### src/sv/zip_local_header_manifest_scanner_defines.svh
// Assertion macros for the ZIP local header manifest scanner.
// Included by the top level; no other dependencies.
`ifndef ZIP_LOCAL_HEADER_MANIFEST_SCANNER_DEFINES_SVH
`define ZIP_LOCAL_HEADER_MANIFEST_SCANNER_DEFINES_SVH

`ifndef ASSERT_OFF

// Same-cycle implication, disabled while reset is asserted.
`define ZLHM_ASSERT_IMP(label, clk, rst_n, ante, cons) \
    label: assert property (@(posedge clk) disable iff (!rst_n) (ante) |-> (cons)) \
        else $error("assertion failed: same-cycle implication");

// Next-cycle implication, disabled while reset is asserted.
`define ZLHM_ASSERT_NXT(label, clk, rst_n, ante, cons) \
    label: assert property (@(posedge clk) disable iff (!rst_n) (ante) |=> (cons)) \
        else $error("assertion failed: next-cycle implication");

`else

`define ZLHM_ASSERT_IMP(label, clk, rst_n, ante, cons)
`define ZLHM_ASSERT_NXT(label, clk, rst_n, ante, cons)

`endif

`endif

### src/sv/zlhm_pkg.sv
// Shared types, constants and the manifest path table for the scanner.
// No dependencies.
`default_nettype none

package zlhm_pkg;

    localparam logic [31:0] LOCAL_MAGIC  = 32'h04034b50;
    localparam logic [4:0]  HDR_LAST     = 5'd29;   // index of the 30th header byte
    localparam logic [4:0]  MAGIC_END    = 5'd4;
    localparam logic [4:0]  PSIZE_FIRST  = 5'd18;
    localparam logic [4:0]  PSIZE_END    = 5'd22;
    localparam logic [4:0]  NLEN_FIRST   = 5'd26;
    localparam logic [4:0]  XLEN_FIRST   = 5'd28;
    localparam logic [15:0] PATH_LEN     = 16'd20;
    localparam logic [4:0]  PATH_LAST    = 5'd19;
    localparam logic [15:0] ENTRY_MAX    = 16'hFFFF;

    typedef enum logic [1:0] {
        VERDICT_NONE  = 2'd0,
        VERDICT_FOUND = 2'd1,
        VERDICT_BAD   = 2'd2
    } t_verdict;

    typedef enum logic [1:0] {
        PH_HEADER = 2'd0,
        PH_NAME   = 2'd1,
        PH_SKIP   = 2'd2,
        PH_DONE   = 2'd3
    } t_phase;

    typedef struct packed {
        logic          emit;
        t_verdict      verdict;
        logic [15:0]   entries;
    } t_walk_res;

    // "META-INF/MANIFEST.MF"
    function automatic logic [7:0] manifest_char(input logic [4:0] idx);
        logic [7:0] c;
        case (idx)
            5'd0:    c = 8'h4D; // M
            5'd1:    c = 8'h45; // E
            5'd2:    c = 8'h54; // T
            5'd3:    c = 8'h41; // A
            5'd4:    c = 8'h2D; // -
            5'd5:    c = 8'h49; // I
            5'd6:    c = 8'h4E; // N
            5'd7:    c = 8'h46; // F
            5'd8:    c = 8'h2F; // /
            5'd9:    c = 8'h4D; // M
            5'd10:   c = 8'h41; // A
            5'd11:   c = 8'h4E; // N
            5'd12:   c = 8'h49; // I
            5'd13:   c = 8'h46; // F
            5'd14:   c = 8'h45; // E
            5'd15:   c = 8'h53; // S
            5'd16:   c = 8'h54; // T
            5'd17:   c = 8'h2E; // .
            5'd18:   c = 8'h4D; // M
            5'd19:   c = 8'h46; // F
            default: c = 8'h00;
        endcase
        return c;
    endfunction

endpackage

`default_nettype wire

### src/sv/zlhm_walk.sv
// Header walker: walk state registers and the per-byte next-state logic.
// Depends on zlhm_pkg.
`default_nettype none

module zlhm_walk
    import zlhm_pkg::*;
(
    input  wire logic        i_clk,
    input  wire logic        i_rst_n,
    input  wire logic        i_step,
    input  wire logic [7:0]  i_byte,
    input  wire logic        i_last,
    output t_walk_res        o_res
);

    t_phase       r_phase,  n_phase;
    logic [4:0]   r_hcount, n_hcount;
    logic [4:0]   r_idx,    n_idx;
    logic         r_mis,    n_mis;
    logic [33:0]  r_skip,   n_skip;
    logic [15:0]  r_entry,  n_entry;
    logic [31:0]  r_magic,  n_magic;
    logic [31:0]  r_packed, n_packed;
    logic [15:0]  r_name,   n_name;
    logic [15:0]  r_extra,  n_extra;

    logic         skip_start;
    logic [33:0]  skip_amt;
    logic [4:0]   psize_off;
    t_walk_res    res;

    always_comb begin
        n_phase    = r_phase;
        n_hcount   = r_hcount;
        n_idx      = r_idx;
        n_mis      = r_mis;
        n_skip     = r_skip;
        n_entry    = r_entry;
        n_magic    = r_magic;
        n_packed   = r_packed;
        n_name     = r_name;
        n_extra    = r_extra;
        skip_start = 1'b0;
        skip_amt   = '0;
        psize_off  = r_hcount - PSIZE_FIRST;
        res.emit    = 1'b0;
        res.verdict = VERDICT_NONE;
        res.entries = '0;

        case (r_phase)
            PH_HEADER: begin
                // every lane gets rewritten before it is used, so no clear at byte 0
                if (r_hcount < MAGIC_END) begin
                    n_magic[8*r_hcount[1:0] +: 8] = i_byte;
                end else if (r_hcount >= PSIZE_FIRST && r_hcount < PSIZE_END) begin
                    n_packed[8*psize_off[1:0] +: 8] = i_byte;
                end else if (r_hcount[4:1] == NLEN_FIRST[4:1]) begin
                    n_name[8*r_hcount[0] +: 8] = i_byte;
                end else if (r_hcount[4:1] == XLEN_FIRST[4:1]) begin
                    n_extra[8*r_hcount[0] +: 8] = i_byte;
                end
                if (r_hcount == HDR_LAST) begin
                    n_hcount = '0;
                    if (r_magic != LOCAL_MAGIC) begin
                        res.emit    = 1'b1;
                        res.verdict = VERDICT_BAD;
                        n_phase     = PH_DONE;
                    end else begin
                        if (r_entry != ENTRY_MAX) begin
                            n_entry = r_entry + 16'd1;
                        end
                        if (r_name == PATH_LEN) begin
                            n_idx   = '0;
                            n_mis   = 1'b0;
                            n_phase = PH_NAME;
                        end else begin
                            skip_start = 1'b1;
                            skip_amt   = {18'd0, r_name} + {18'd0, n_extra}
                                       + {2'd0, r_packed};
                        end
                    end
                end else begin
                    n_hcount = r_hcount + 5'd1;
                end
            end
            PH_NAME: begin
                n_mis = r_mis | (i_byte != manifest_char(r_idx));
                if (r_idx == PATH_LAST) begin
                    n_idx = '0;
                    if (!n_mis) begin
                        res.emit    = 1'b1;
                        res.verdict = VERDICT_FOUND;
                        n_phase     = PH_DONE;
                    end else begin
                        skip_start = 1'b1;
                        skip_amt   = {18'd0, r_extra} + {2'd0, r_packed};
                    end
                end else begin
                    n_idx = r_idx + 5'd1;
                end
            end
            PH_SKIP: begin
                // skip count is never zero while in this phase
                n_skip = r_skip - 34'd1;
                if (r_skip == 34'd1) begin
                    n_phase = PH_HEADER;
                end
            end
            default: begin
            end
        endcase

        if (skip_start) begin
            n_skip  = skip_amt;
            n_phase = (skip_amt != '0) ? PH_SKIP : PH_HEADER;
        end

        res.entries = n_entry;

        if (i_last) begin
            if (!res.emit && n_phase != PH_DONE) begin
                res.emit    = 1'b1;
                res.verdict = VERDICT_NONE;
            end
            // end of archive re-arms the walker
            n_phase  = PH_HEADER;
            n_hcount = '0;
            n_idx    = '0;
            n_mis    = 1'b0;
            n_skip   = '0;
            n_entry  = '0;
        end
    end

    assign o_res = res;

    always_ff @(posedge i_clk) begin
        if (!i_rst_n) begin
            r_phase  <= PH_HEADER;
            r_hcount <= '0;
            r_idx    <= '0;
            r_mis    <= 1'b0;
            r_skip   <= '0;
            r_entry  <= '0;
        end else if (i_step) begin
            r_phase  <= n_phase;
            r_hcount <= n_hcount;
            r_idx    <= n_idx;
            r_mis    <= n_mis;
            r_skip   <= n_skip;
            r_entry  <= n_entry;
        end
    end

    always_ff @(posedge i_clk) begin
        if (i_step) begin
            r_magic  <= n_magic;
            r_packed <= n_packed;
            r_name   <= n_name;
            r_extra  <= n_extra;
        end
    end

endmodule

`default_nettype wire

### src/sv/zip_local_header_manifest_scanner.sv
// Top level: input register, header walker, result register.
// Depends on zlhm_pkg, zlhm_walk and the scanner defines header.
//
//  channel | direction | handshake            | payload
//  --------+-----------+----------------------+---------------------------------
//  in      | in        | i_valid / o_ready    | i_data_byte[7:0], i_last
//  out     | out       | o_valid / i_ready    | o_verdict[1:0], o_entries_scanned[15:0]
//
// One archive byte per cycle, except while a verdict byte waits on a stalled result register;
// a byte is held in the input register and its verdict is registered in the result register.
// The input register feeds the walker; the result register holds one verdict beat.
// A byte that makes no verdict moves on even while the result register is stalled.
// Reset is synchronous, active low, and returns the walker to header collection.
`default_nettype none

`include "zip_local_header_manifest_scanner_defines.svh"

module zip_local_header_manifest_scanner
    import zlhm_pkg::*;
(
    input  wire logic         i_clk,
    input  wire logic         i_rst_n,
    input  wire logic         i_valid,
    output logic              o_ready,
    input  wire logic [7:0]   i_data_byte,
    input  wire logic         i_last,
    output logic              o_valid,
    input  wire logic         i_ready,
    output logic [1:0]        o_verdict,
    output logic [15:0]       o_entries_scanned
);

    logic         r_in_valid;
    logic [7:0]   r_in_byte;
    logic         r_in_last;
    logic         r_out_valid;
    t_verdict     r_out_verdict;
    logic [15:0]  r_out_entries;

    t_walk_res    w_res;
    logic         w_out_free;
    logic         w_fire;

    assign w_out_free = !r_out_valid || i_ready;
    assign w_fire     = r_in_valid && (w_out_free || !w_res.emit);
    assign o_ready    = !r_in_valid || w_fire;

    zlhm_walk u_walk (
        .i_clk   (i_clk),
        .i_rst_n (i_rst_n),
        .i_step  (w_fire),
        .i_byte  (r_in_byte),
        .i_last  (r_in_last),
        .o_res   (w_res)
    );

    always_ff @(posedge i_clk) begin
        if (!i_rst_n) begin
            r_in_valid <= 1'b0;
        end else if (o_ready) begin
            r_in_valid <= i_valid;
        end
    end

    always_ff @(posedge i_clk) begin
        if (i_valid && o_ready) begin
            r_in_byte <= i_data_byte;
            r_in_last <= i_last;
        end
    end

    always_ff @(posedge i_clk) begin
        if (!i_rst_n) begin
            r_out_valid <= 1'b0;
        end else if (w_fire && w_res.emit) begin
            r_out_valid <= 1'b1;
        end else if (i_ready) begin
            r_out_valid <= 1'b0;
        end
    end

    always_ff @(posedge i_clk) begin
        if (w_fire && w_res.emit) begin
            r_out_verdict <= w_res.verdict;
            r_out_entries <= w_res.entries;
        end
    end

    assign o_valid           = r_out_valid;
    assign o_verdict         = r_out_verdict;
    assign o_entries_scanned = r_out_entries;

    // a found manifest always follows at least one counted header
    `ZLHM_ASSERT_IMP(a_found_has_entry, i_clk, i_rst_n,
        r_out_valid && r_out_verdict == VERDICT_FOUND, r_out_entries != 16'd0)
    // a verdict beat is never overwritten while it waits
    `ZLHM_ASSERT_IMP(a_no_overwrite, i_clk, i_rst_n,
        r_out_valid && !i_ready && w_res.emit, !w_fire)
    // a drained beat with nothing new behind it leaves the result register empty
    `ZLHM_ASSERT_NXT(a_drain_clears, i_clk, i_rst_n,
        r_out_valid && i_ready && !(w_fire && w_res.emit), !r_out_valid)
    // backpressure on the input only comes from a held byte
    `ZLHM_ASSERT_IMP(a_ready_low_held, i_clk, i_rst_n, !o_ready, r_in_valid)

endmodule

`default_nettype wire

### config.mk
export PLATFORM = sky130hd
export DESIGN_NAME = zip_local_header_manifest_scanner
export DESIGN_NICKNAME = d
export VERILOG_FILES = /design/src/sv/zlhm_pkg.sv /design/src/sv/zlhm_walk.sv /design/src/sv/zip_local_header_manifest_scanner.sv
export VERILOG_INCLUDE_DIRS = /design/src /design/src/sv
export SDC_FILE = /design/constraint.sdc
export NUM_CORES = 1
export LEC_CHECK = 0
export BUFFER_PORTS_ARGS = -buffer_cell sky130_fd_sc_hd__buf_2
export CAP_MARGIN = 20
export CELL_PAD_IN_SITES_DETAIL_PLACEMENT = 1
export CELL_PAD_IN_SITES_GLOBAL_PLACEMENT = 1
export CORE_MARGIN = 1
export CORE_UTILIZATION = 40
export CTS_CLUSTER_SIZE = 40
export DETAILED_ROUTE_END_ITERATION = 6
export GPL_TIMING_DRIVEN = 1
export PLACE_DENSITY = 0.79
export SLEW_MARGIN = 10
export SYNTH_ARGS = -nofsm -noshare
export SYNTH_HDL_FRONTEND = slang
export SYNTH_SLANG_ARGS = --single-unit
### constraint.sdc
create_clock -name i_clk -period 8.05 [get_ports i_clk]
set_clock_uncertainty 0.2 [all_clocks]
set_input_delay 1.61 -clock i_clk [delete_from_list [all_inputs] [get_ports i_clk]]
set_output_delay 1.61 -clock i_clk [all_outputs]
set_load 0.02 [all_outputs]
==> out/summary.log, run 1 <==
INFO  placed_design  place.port_buffers=32
INFO  timing         max-slew-margin-rel=0.280
INFO  finish         antenna_cells_inserted=0
INFO  finish         fill_cells=3433
INFO  finish         area_delta_synth_final=9.36%
INFO  synth          yosys_most_used_dff=edfxtp_1
INFO  die            placeableCoreArea=29800um2
INFO  cts            cts_root_buffer=clkbuf_16
INFO  worst_setup_path cp-end-kind=flip-flop
INFO  timing         fin_crit=7.49ns
INFO  cts            numCtsBuffers=17
INFO  drt            drt_pre_antenna_iters=5
INFO  global_routing combined_global_route_utilization_of_all_metal_layers=0.241
INFO  worst_setup_path worst_r2r_endpoint=u_walk.r_phase[1]$_SDFFE_PN0P_
INFO  worst_setup_path start_kind=flip-flop
INFO  timing         fmax=134MHz
INFO  synth          synth_largest_area_cell=edfxtp_1
INFO  cts            cts_hold_buf=0
INFO  drt            routed-via-count=10500
INFO  drt            post-route-drc-count=0
INFO  finish         nNetsFinal=1422
INFO  job            max_cap_violations=0
INFO  global_routing via_count_of_the_first_global_routing_pass=10500
INFO  drt            route.final.wire_length=37000um
INFO  synth          synth_cells=1333
INFO  synth          synthTopCellsByArea=edfxtp_1 (30%), dfxtp_1 (12%), ha_1 (6.8%), nor2_1 (4.8%), o21ai_0 (4.5%)
INFO  die            die_height=177um
INFO  synth          synth.avg_cell_area=9.16um2
INFO  placed_design  placement.setup.worst_slack=0.570ns
INFO  synth          synthesis.area=12200um2
INFO  cts            ctsLongestPathBuffers=2
INFO  global_routing maximum_number_of_pins_on_one_net_before_global_route_repair=71
INFO  timing         final_hold_violations=0
INFO  die            io_pins=33
INFO  worst_setup_path crit-reg2reg-launch=u_walk.r_hcount[2]$_SDFFE_PN0P_
INFO  drt            drt_iter0_markers=862
INFO  cts            tritoncts=yes
INFO  worst_setup_path path_max_fanout=8
INFO  cts            cts.clk_slew.worst_paths=0.08ns
INFO  finish         post-route-util=0.448
INFO  synth          synth.yosys.seq_area_share=0.421
INFO  die            floorplan.initialDensity=0.410
INFO  finish         post_route_cells_drive_above_1_share=0.0931
INFO  finish         mostFrequentLayoutCells=nor2_1 (154), edfxtp_1 (123), nand2_1 (112)
INFO  synth          synthDistinctLibCells=86
INFO  cts            tritoncts_num_sinks=195
INFO  worst_setup_path critical_path.startpoint=u_walk.r_hcount[2]$_SDFFE_PN0P_
INFO  finish         final_common_cell=nor2_1
INFO  synth          ys_ff_latch=195
INFO  worst_setup_path worst_setup_path_endpoint=u_walk.r_phase[1]$_SDFFE_PN0P_
INFO  finish         area_taken_by_multi_input_logic_gates=6690um2
INFO  timing         post-route-period-util=0.930
INFO  min_path       worst_hold_path_type=reg2reg
INFO  drt            viasPerCell=6.00
INFO  global_routing grt_pass1_wl=58100um
INFO  worst_setup_path critPathKind=reg2reg
INFO  synth          synth_top_area_frac=0.303
INFO  pwr            ir_worst_vdd=0.158mV
INFO  drt            drt.antenna.violating_nets=0
INFO  timing         final_critical_path_setup_slack=0.560ns
INFO  timing         unrepaired_setup_endpoints_after_global_routing=no
INFO  synth          synth_edf_count=123
INFO  die            row_count=63
INFO  timing         tightestPinTransition=1.05ns
INFO  synth          synthArstFlopShare=0
INFO  pwr            p_leak=4.87nW
INFO  finish         sequential_cell_area=5130um2
INFO  timing         tns=0ns
INFO  worst_setup_path worst_ep_required_time=8.18ns
INFO  cts            htree_levels=4
INFO  timing         timing.final.setup_violations=0
INFO  placed_design  gp_congestion=0.882
INFO  synth          ys_warn_count=0
INFO  run_status     result_of_the_run=complete, no violations
INFO  timing         maxSlewViolCount=0
INFO  pwr            power.density_cell_area=166nW/um2
INFO  worst_setup_path r2r_cells=27
INFO  placed_design  dpl.hpwl=27300um
INFO  drt            routedWlPerCell=21.2um
INFO  worst_setup_path ff2ff_setup_slack=0.56ns
INFO  die            die_w=177um
INFO  die            die_area=31200um2
INFO  worst_setup_path worstPathArrival=7.62ns
INFO  synth          syn-num-nets=1415
INFO  cts            clock_latency=0.46ns
INFO  global_routing globalRoute.totalOverflow=0
INFO  global_routing initial_antenna_violation_count=0
-- layout make-up --
class	instances	area share
clock buffers	17	0.0319
multi-input cells	1037	0.501
repair buffers	43	0.0182
well taps	390	0.0366
flip-flops and latches	195	0.385
inverters	46	0.0129
clock inverters	15	0.0145
-- cells by family (layout without fill, tap and decap cells) --
family | after synthesis | count (layout) | share of synthesized area
and+or+nand+nor | 522 | 522 | 0.214
AOI/OAI and AO/OA | 349 | 349 | 0.186
DFF | 195 | 195 | 0.421
buffers and inverters | 101 | 121 | 0.0321
xor gates and xnor gates | 71 | 71 | 0.0516
adders and majority gates | 69 | 69 | 0.0726
muxes | 26 | 26 | 0.0235
-- layer usage --
| layer | vias up | global-route usage | wire (um) | share of wire |
|---|---|---|---|---|
| li1 | 4888 | - | - | - |
| met1 | 5244 | 0.318 | 16800 | 0.45 |
| met2 | 258 | 0.396 | 17500 | 0.47 |
| met3 | 66 | 0.0352 | 1520 | 0.041 |
| met4 | 0 | 0.0945 | 1140 | 0.031 |
| met5 | - | 0 | 0 | 0 |
-- flip-flops by register name (all words and copies together) (netlist names), 2 cells and up, named ones only --
signal and cells:
u_walk.r_skip 34, o_verdict 2, r_in_byte 8, u_walk.r_magic 32
u_walk.r_phase 2, u_walk.r_entry 16, u_walk.r_name 16, u_walk.r_packed 32
u_walk.r_idx 5, u_walk.r_hcount 5, u_walk.r_extra 16, o_entries_scanned 16
-- metrics by stage --
| stage | power (mW) | cells | hold WS [ns] | instance area [um2] |
|---|---|---|---|---|
| floorplan | 1.26 | 1333 | 0.249 | 12200 |
| finish | 2.21 | 1743 | 0.297 | 13300 |
| detailed placement | 1.33 | 1711 | 0.289 | 12700 |
| global placement | 1.32 | 1711 | 0.270 | 12700 |
| global route | 2.28 | 1743 | 0.318 | 13300 |
| CTS | 2.22 | 1743 | 0.297 | 13300 |
-- report_power, final --
part / internal [mW] / total (mW) / switching (mW)
Combinational: 0.0718 / 0.219 / 0.147
Clock: 0.430 / 0.904 / 0.474
Sequential: 1.07 / 1.09 / 0.0155
Total: 1.57 / 2.21 / 0.636
-- worst min-delay path by stage --
stage / start / end / slack (ns) / cells after the start
2_1_floorplan: u_walk.r_skip[24]$_SDFFE_PN0P_ / u_walk.r_skip[24]$_SDFFE_PN0P_ / 0.25 / 2
3_3_place_gp: u_walk.r_skip[24]$_SDFFE_PN0P_ / u_walk.r_skip[24]$_SDFFE_PN0P_ / 0.27 / 2
3_5_place_dp: u_walk.r_skip[13]$_SDFFE_PN0P_ / u_walk.r_skip[13]$_SDFFE_PN0P_ / 0.29 / 2
4_1_cts: u_walk.r_skip[13]$_SDFFE_PN0P_ / u_walk.r_skip[13]$_SDFFE_PN0P_ / 0.30 / 2
5_1_grt: u_walk.r_skip[24]$_SDFFE_PN0P_ / u_walk.r_skip[24]$_SDFFE_PN0P_ / 0.32 / 2
6_report: u_walk.r_skip[24]$_SDFFE_PN0P_ / u_walk.r_skip[24]$_SDFFE_PN0P_ / 0.30 / 2
-- cells in the mapped netlist (5+ instances only) --
cell type	number
nand2b_1	13
o211ai_1	5
a21o_1	13
nand2_1	112
o21ai_0	110
nor4b_1	5
and2_1	32
ha_1	66
nor4_1	21
a211oi_1	6
nor2_1	155
or3_1	7
mux2_2	21
a31oi_1	24
dfxtp_1	72
o31ai_1	7
a22o_1	5
o21bai_1	8
o22ai_1	6
a21boi_0	26
nand4_1	19
nand3_1	34
a22oi_1	13
nor3_1	41
clkbuf_1	48
or4_1	5
a21oi_1	69
xnor2_1	42
edfxtp_1	123
o21a_1	11
or2_2	6
nor2b_1	31
and3_1	16
xor2_1	28
mux2i_1	5
inv_1	44
-- worst max-delay path, cell delays in order (launching register included) --
cell and delay [ns]:
dfxtp_1 0.50, nand3_1 0.17, nor3_2 0.33, mux2_2 0.41, ha_1 0.22, fa_1 0.43
a21o_1 0.21, a21oi_1 0.22, o21bai_1 0.09, a21oi_1 0.26, o21bai_1 0.10, a21oi_1 0.25
nor2b_1 0.08, o21a_1 0.18, or4_1 0.44, and2_1 0.17, xor2_1 0.14, ha_1 0.37
a211oi_1 0.24, nor2_1 0.09, o41ai_1 0.25, o31ai_1 0.21, a22o_1 0.38, a22o_1 0.27
or4_1 0.53, nor4_1 0.25, nor4b_1 0.27, a31oi_1 0.13
-- what timing repair did --
action	4_1_cts	5_1_grt
setup buffers	0	0
hold endpoints to repair	0	0
endpoints found under the setup margin	0	1
gates resized for setup	0	1
Power figures use the tool's default switching activity.
==> run 2, diff against run 1 <==
--- a/config.mk
+++ b/config.mk
@@ -16,6 +16,7 @@
 export DETAILED_ROUTE_END_ITERATION = 6
 export GPL_TIMING_DRIVEN = 1
 export PLACE_DENSITY = 0.79
+export REMOVE_ABC_BUFFERS = 1
 export SLEW_MARGIN = 10
 export SYNTH_ARGS = -nofsm -noshare
 export SYNTH_HDL_FRONTEND = slang
==> run 2 against run 1 <==
Global-route usage down 0.13 points. Fmax down 0.24%. Wire length down 1.7%. Sequential power about the same. Via count down 1.3%. First-iteration DRC count down 16%. Setup slack worse by 0.018 ns. Clock power up 2%. Cell count up 0.17%. Sequential share of layout area down 0.050 points. Combinational power about the same. Critical endpoint unchanged. Highest routed layer unchanged.
==> out/summary.log, run 2 (synthesis results as in run 1) <==
INFO  die            row_count=63 [unchanged]
INFO  min_path       timing.hold.worst.start=u_walk.r_mis$_SDFFE_PN0P_
INFO  finish         mostFrequentLayoutCells=nor2_1 (154), edfxtp_1 (123), nand2_1 (112)
INFO  worst_setup_path timing.critical_path.slowest_cell_delay=0.53ns [about the same]
INFO  timing         tightestPinTransition=1.00ns [-0.0499 ns]
INFO  global_routing globalRoute.totalOverflow=0 [unchanged]
INFO  global_routing maximum_number_of_pins_on_one_net_before_global_route_repair=44 [-38%]
INFO  worst_setup_path crit-reg2reg-launch=u_walk.r_hcount[2]$_SDFFE_PN0P_
INFO  timing         timing.final.setup_violations=0 [unchanged]
INFO  worst_setup_path critical_path.startpoint=u_walk.r_hcount[2]$_SDFFE_PN0P_
INFO  global_routing via_count_of_the_first_global_routing_pass=10400 [-0.55%]
INFO  finish         area_delta_synth_final=9.50%
INFO  worst_setup_path start_kind=flip-flop
INFO  drt            drt_pre_antenna_iters=5 [unchanged]
INFO  finish         fill_cells=3458 [+0.73%]
INFO  die            placeableCoreArea=29800um2 [unchanged]
INFO  worst_setup_path path_max_fanout=8 [unchanged]
INFO  cts            post_cts_buffers=0 [unchanged]
INFO  global_routing initial_antenna_violation_count=0 [unchanged]
INFO  finish         largest_register_ff_count=34 [unchanged]
INFO  placed_design  gp_congestion=0.852 [-3.3%]
INFO  die            die_w=177um [unchanged]
INFO  drt            routed-via-count=10300 [-1.3%]
INFO  timing         unrepaired_setup_endpoints_after_global_routing=no
INFO  cts            numCtsBuffers=17 [unchanged]
INFO  cts            tritoncts_num_sinks=195 [unchanged]
INFO  global_routing grt_pass1_wl=58100um [+0.11%]
INFO  min_path       worst_hold_path_type=reg2reg
INFO  timing         tns=0ns [unchanged]
INFO  cts            post_cts.resized_instances=0 [unchanged]
INFO  run_status     result_of_the_run=complete, no violations
INFO  timing         maxSlewViolCount=0 [unchanged]
INFO  cts            cts_root_buffer=clkbuf_16
INFO  die            die_area=31200um2 [unchanged]
INFO  worst_setup_path cp_slowest_cell=or4_1
INFO  timing         final_hold_violations=0 [unchanged]
INFO  cts            ctsLongestPathBuffers=2 [unchanged]
INFO  die            io_pins=33 [unchanged]
INFO  pwr            p_leak=4.88nW [+0.18%]
INFO  worst_setup_path worstPathArrival=7.64ns [+0.02 ns]
INFO  drt            viasPerCell=5.91 [-1.5%]
INFO  global_routing combined_global_route_utilization_of_all_metal_layers=0.239 [-0.00135]
INFO  job            max_cap_violations=0 [unchanged]
INFO  drt            routedWlPerCell=20.8um [-1.9%]
INFO  cts            cts_hold_buf=0 [unchanged]
INFO  finish         final_common_cell=nor2_1
INFO  die            floorplan.initialDensity=0.410 [unchanged]
INFO  finish         sequential_cell_area=5130um2 [unchanged]
INFO  finish         max_flop_register=u_walk.r_skip
INFO  finish         area_taken_by_multi_input_logic_gates=6680um2 [about the same]
INFO  worst_setup_path critPathKind=reg2reg
INFO  timing         fin_crit=7.51ns [+0.0182 ns]
INFO  finish         reg_top3=u_walk.r_skip x34, u_walk.r_magic x32, u_walk.r_packed x32
INFO  drt            drt_iter0_markers=720 [-16%]
INFO  timing         post-route-period-util=0.933 [+0.00226]
INFO  timing         fmax=133MHz [-0.24%]
INFO  drt            drt.antenna.violating_nets=0 [unchanged]
INFO  worst_setup_path cp-end-kind=flip-flop
INFO  finish         post_route_cells_drive_above_1_share=0.0937 [+0.000531]
INFO  timing         max-slew-margin-rel=0.328 [+0.0490]
INFO  placed_design  place.port_buffers=32 [unchanged]
INFO  drt            route.final.wire_length=36400um [-1.7%]
INFO  worst_setup_path critPathMostFrequentCell=a21oi_1
INFO  finish         antenna_cells_inserted=0 [unchanged]
INFO  die            die_height=177um [unchanged]
INFO  finish         nNetsFinal=1425 [+0.21%]
INFO  placed_design  dpl.hpwl=26900um [-1.7%]
INFO  placed_design  placement.setup.worst_slack=0.844ns [+0.275 ns]
INFO  timing         final_critical_path_setup_slack=0.542ns [-0.0182 ns]
INFO  worst_setup_path worst_ep_required_time=8.18ns [about the same]
INFO  pwr            power.density_cell_area=166nW/um2 [+0.44%]
INFO  cts            clock_latency=0.45ns [about the same]
INFO  pwr            ir_worst_vdd=0.118mV [-25%]
INFO  cts            tritoncts=yes
INFO  cts            htree_levels=4 [unchanged]
INFO  drt            post-route-drc-count=0 [unchanged]
INFO  cts            cts.clk_slew.worst_paths=0.08ns [about the same]
-- run 2: layer usage --
metal  share of wire  global-route usage  routed length [um]  up-vias
li1                -                   -                   -     4901
met4           0.022              0.0754                 813        0
met3           0.043              0.0301                1560       51
met1            0.46               0.327               16900     5127
met2            0.47               0.393               17100      243
met5               0                   0                   0        -
-- run 2: where the power goes --
part / internal (mW) / switching (mW)
combinational: 0.0718 / 0.145
sequential: 1.07 / 0.0150
clock: 0.453 / 0.466
total: 1.60 / 0.626
-- run 2: critical path, delay by kind of cell (launching register included) --
family / cells / cell delay, ns
fa+ha+maj: 3 / 0.98
mux: 1 / 0.36
compound gates: 13 / 2.81
xor+xnor: 1 / 0.14
buf+inv: 1 / 0.23
flops: 1 / 0.50
simple gates: 9 / 2.18
-- run 2: metrics by stage --
stage | hold WS, ns | cell area [um2] | util | power (mW) | instances
floorplan | 0.249 | 12000 | - | 1.25 | 1278
global placement | 0.268 | 12700 | 0.427 | 1.32 | 1713
detailed placement | 0.281 | 12700 | 0.427 | 1.32 | 1713
CTS | 0.297 | 13400 | 0.448 | 2.23 | 1745
global route | 0.311 | 13400 | 0.449 | 2.29 | 1746
finish | 0.293 | 13400 | 0.449 | 2.22 | 1746
-- run 2: final cells by class --
class | instances | area share
repair buffers | 46 | 0.0196
clock inverters | 15 | 0.0148
multi-input cells | 1037 | 0.500
flip-flops and latches | 195 | 0.384
well taps | 390 | 0.0365
clock buffers | 17 | 0.0318
inverters | 46 | 0.0129
-- run 2: path summary, 6_finish.rpt --
kind / slack (ns) / to / cells past startpoint
max reg2reg: 0.54 / u_walk.r_phase[1]$_SDFFE_PN0P_ / 28
min: 0.29 / u_walk.r_mis$_SDFFE_PN0P_ / 2
min reg2reg: 0.29 / u_walk.r_mis$_SDFFE_PN0P_ / 2
max: 0.54 / u_walk.r_phase[1]$_SDFFE_PN0P_ / 28
==> run 3, diff against run 2 <==
--- a/config.mk
+++ b/config.mk
@@ -6,16 +6,16 @@
 export SDC_FILE = /design/constraint.sdc
 export NUM_CORES = 1
 export LEC_CHECK = 0
-export BUFFER_PORTS_ARGS = -buffer_cell sky130_fd_sc_hd__buf_2
-export CAP_MARGIN = 20
+export BUFFER_PORTS_ARGS = -buffer_cell sky130_fd_sc_hd__clkbuf_2
+export CAP_MARGIN = 30
 export CELL_PAD_IN_SITES_DETAIL_PLACEMENT = 1
 export CELL_PAD_IN_SITES_GLOBAL_PLACEMENT = 1
 export CORE_MARGIN = 1
-export CORE_UTILIZATION = 40
+export CORE_UTILIZATION = 50
 export CTS_CLUSTER_SIZE = 40
 export DETAILED_ROUTE_END_ITERATION = 6
 export GPL_TIMING_DRIVEN = 1
-export PLACE_DENSITY = 0.79
+export PLACE_DENSITY = 0.93
 export REMOVE_ABC_BUFFERS = 1
 export SLEW_MARGIN = 10
 export SYNTH_ARGS = -nofsm -noshare
==> run 3 against run 2 <==
Hold slack gained 0.0051 ns. Fmax fell by 2.0%. Cell count is 3.8% lower. Register-to-register slack got worse by 0.15 ns. Clock power barely moved. Count of clock-buffer cells in the layout stayed put. Core utilization increased by 11 points. Critical path type unchanged.
==> out/summary.log, run 3 (synthesis results as in run 1) <==
INFO  drt            detailroute.wirelength.met2=20300um [+18%]
INFO  global_routing combined_global_route_utilization_of_all_metal_layers=0.342 [+0.102]
INFO  cts            ctsLongestPathBuffers=2 [unchanged]
INFO  global_routing via_count_of_the_first_global_routing_pass=11400 [+9.8%]
INFO  cts            cts_root_buffer=clkbuf_16
INFO  drt            drt_pre_antenna_iters=6 [+1]
INFO  pwr            power.density_cell_area=168nW/um2 [+0.72%]
INFO  global_routing maximum_number_of_pins_on_one_net_before_global_route_repair=44 [unchanged]
INFO  cts            htree_levels=4 [unchanged]
INFO  worst_setup_path timing.critical_path.slowest_cell_delay=0.51ns [-0.02 ns]
INFO  timing         fmax=131MHz [-2.0%]
INFO  finish         max_flop_register=u_walk.r_skip
INFO  pwr            power.total=2.23mW [+0.38%]
INFO  cts            tritoncts=yes
INFO  worst_setup_path critPathMostFrequentCell=a21oi_1
INFO  timing         post-route-period-util=0.951 [+0.0186]
INFO  drt            routedWlPerCell=25.1um [+21%]
INFO  worst_setup_path worst_ep_required_time=8.18ns [about the same]
INFO  finish         antenna_cells_inserted=0 [unchanged]
INFO  placed_design  gp_congestion=0.913 [+7.1%]
INFO  worst_setup_path path_max_fanout=8 [unchanged]
INFO  drt            top_layer_used=met4
INFO  run_status     result_of_the_run=complete, no violations
INFO  die            die_w=158um [-10%]
INFO  global_routing initial_antenna_violation_count=0 [unchanged]
INFO  timing         unrepaired_setup_endpoints_after_global_routing=no
INFO  die            placeableCoreArea=23700um2 [-21%]
INFO  drt            routed-via-count=11200 [+8.8%]
INFO  timing         timing.final.setup_violations=0 [unchanged]
INFO  placed_design  place.port_buffers=32 [unchanged]
INFO  die            die_height=158um [-10%]
INFO  finish         reg_top3=u_walk.r_skip x34, u_walk.r_magic x32, u_walk.r_packed x32
INFO  drt            drt_iter0_markers=1228 [+71%]
INFO  finish         nNetsFinal=1429 [+0.28%]
INFO  timing         tightestPinTransition=0.976ns [-0.0279 ns]
INFO  pwr            p_leak=4.89nW [+0.23%]
INFO  global_routing grt_pass1_wl=64400um [+11%]
INFO  placed_design  dpl.hpwl=28200um [+4.7%]
INFO  pwr            ir_worst_vdd=0.151mV [+28%]
INFO  cts            clock_latency=0.46ns [about the same]
INFO  timing         final_hold_violations=0 [unchanged]
INFO  cts            numCtsBuffers=17 [unchanged]
INFO  die            floorplan.initialDensity=0.515 [+0.106]
INFO  finish         post_route_cells_drive_above_1_share=0.0993 [+0.00561]
INFO  finish         fill_cells=2738 [-21%]
INFO  worst_setup_path start_kind=flip-flop
INFO  worst_setup_path cp-end-kind=flip-flop
INFO  die            io_pins=33 [unchanged]
INFO  timing         tns=0ns [unchanged]
INFO  worst_setup_path critPathKind=reg2reg
INFO  finish         final_common_cell=nor2_1
INFO  drt            viasPerCell=6.69 [+13%]
INFO  timing         maxSlewViolCount=0 [unchanged]
INFO  drt            met3RoutedLength=3430um [+120%]
INFO  job            max_cap_violations=0 [unchanged]
INFO  cts            tritoncts_num_sinks=195 [unchanged]
INFO  worst_setup_path worstPathArrival=7.79ns [+0.15 ns]
INFO  finish         mostFrequentLayoutCells=nor2_1 (154), edfxtp_1 (123), nand2_1 (112)
INFO  drt            post-route-drc-count=0 [unchanged]
INFO  worst_setup_path cp_slowest_cell=or4_1
INFO  timing         fin_crit=7.66ns [+0.150 ns]
INFO  timing         max-slew-margin-rel=0.349 [+0.0204]
INFO  drt            route.final.wire_length=42200um [+16%]
INFO  drt            met1Wirelength=16500um [-2.2%]
INFO  die            die_area=25000um2 [-20%]
INFO  min_path       worst_hold_path_type=reg2reg
INFO  cts            cts.clk_slew.worst_paths=0.09ns [about the same]
INFO  global_routing globalRoute.totalOverflow=0 [unchanged]
INFO  drt            drt.antenna.violating_nets=0 [unchanged]
INFO  finish         area_delta_synth_final=9.13%
INFO  die            row_count=56 [-11%]
INFO  finish         largest_register_ff_count=34 [unchanged]
[run 3: cell types whose count changed in the layout (fill, tap and decap cells not counted), sizes merged]
| cell | before | now |
|---|---|---|
| buf | 45 | 18 |
| bufinv | 1 | 0 |
| clkbuf | 18 | 49 |
| clkinv | 7 | 8 |
| clkinvlp | 1 | 0 |
| inv | 52 | 53 |
[run 3: area by class of cell]
cell class / count / area (um2) / share of cell area
clock buffers: 17 / 425 / 0.0319
flip-flops and latches: 195 / 5140 / 0.386
inverters: 46 / 173 / 0.0130
multi-input cells: 1037 / 6700 / 0.503
clock inverters: 15 / 190 / 0.0143
well taps: 319 / 399 / 0.0300
repair buffers: 50 / 292 / 0.0219
[run 3: per-layer routing]
metal	vias to the layer above	global-route usage
met3	177	0.0660
met1	5529	0.422
met4	0	0.163
met5	-	0
li1	4904	-
met2	624	0.572
[run 3: worst paths after layout]
check,start,end,slack [ns],depth (start not counted)
max,u_walk.r_hcount[4]$_SDFFE_PN0P_,u_walk.r_phase[1]$_SDFFE_PN0P_,0.39,28
min,u_walk.r_skip[24]$_SDFFE_PN0P_,u_walk.r_skip[24]$_SDFFE_PN0P_,0.30,2
max reg2reg,u_walk.r_hcount[4]$_SDFFE_PN0P_,u_walk.r_phase[1]$_SDFFE_PN0P_,0.39,28
min reg2reg,u_walk.r_skip[24]$_SDFFE_PN0P_,u_walk.r_skip[24]$_SDFFE_PN0P_,0.30,2
[run 3: repair_timing]
action                                  in CTS  in global routing
gates resized for setup                      0                  6
endpoints found under the setup margin       0                  3
buffers inserted                             0                  2
hold buffers                                 0                  0
[run 3: worst max-delay path, delay by kind of cell, from the launching register on]
kind	cells	cell delay [ns]
AO/OA/AOI/OAI	14	3.03
AND/OR/NAND/NOR	9	2.30
adder cells (fa/ha/maj)	3	1.05
flip-flops	1	0.43
multiplexers	1	0.38
XOR/XNOR	1	0.14
[run 3: power by group]
group	internal, mW	switching (mW)	total [mW]
Sequential	1.07	0.0158	1.09
Combinational	0.0725	0.154	0.227
Clock	0.430	0.486	0.916
[run 3: per-stage QoR]
step                      cell area (um2)  utilization  setup WS (ns)  hold slack [ns]  instances
after floorplan                     12000            -           1.14            0.249       1278
after global placement              12600        0.534          0.772            0.264       1641
after detailed placement            12600        0.534          0.547            0.281       1642
after CTS                           13300        0.560          0.137            0.294       1674
after global routing                13300        0.562        0.00550            0.348       1679
final                               13300        0.562          0.392            0.299       1679
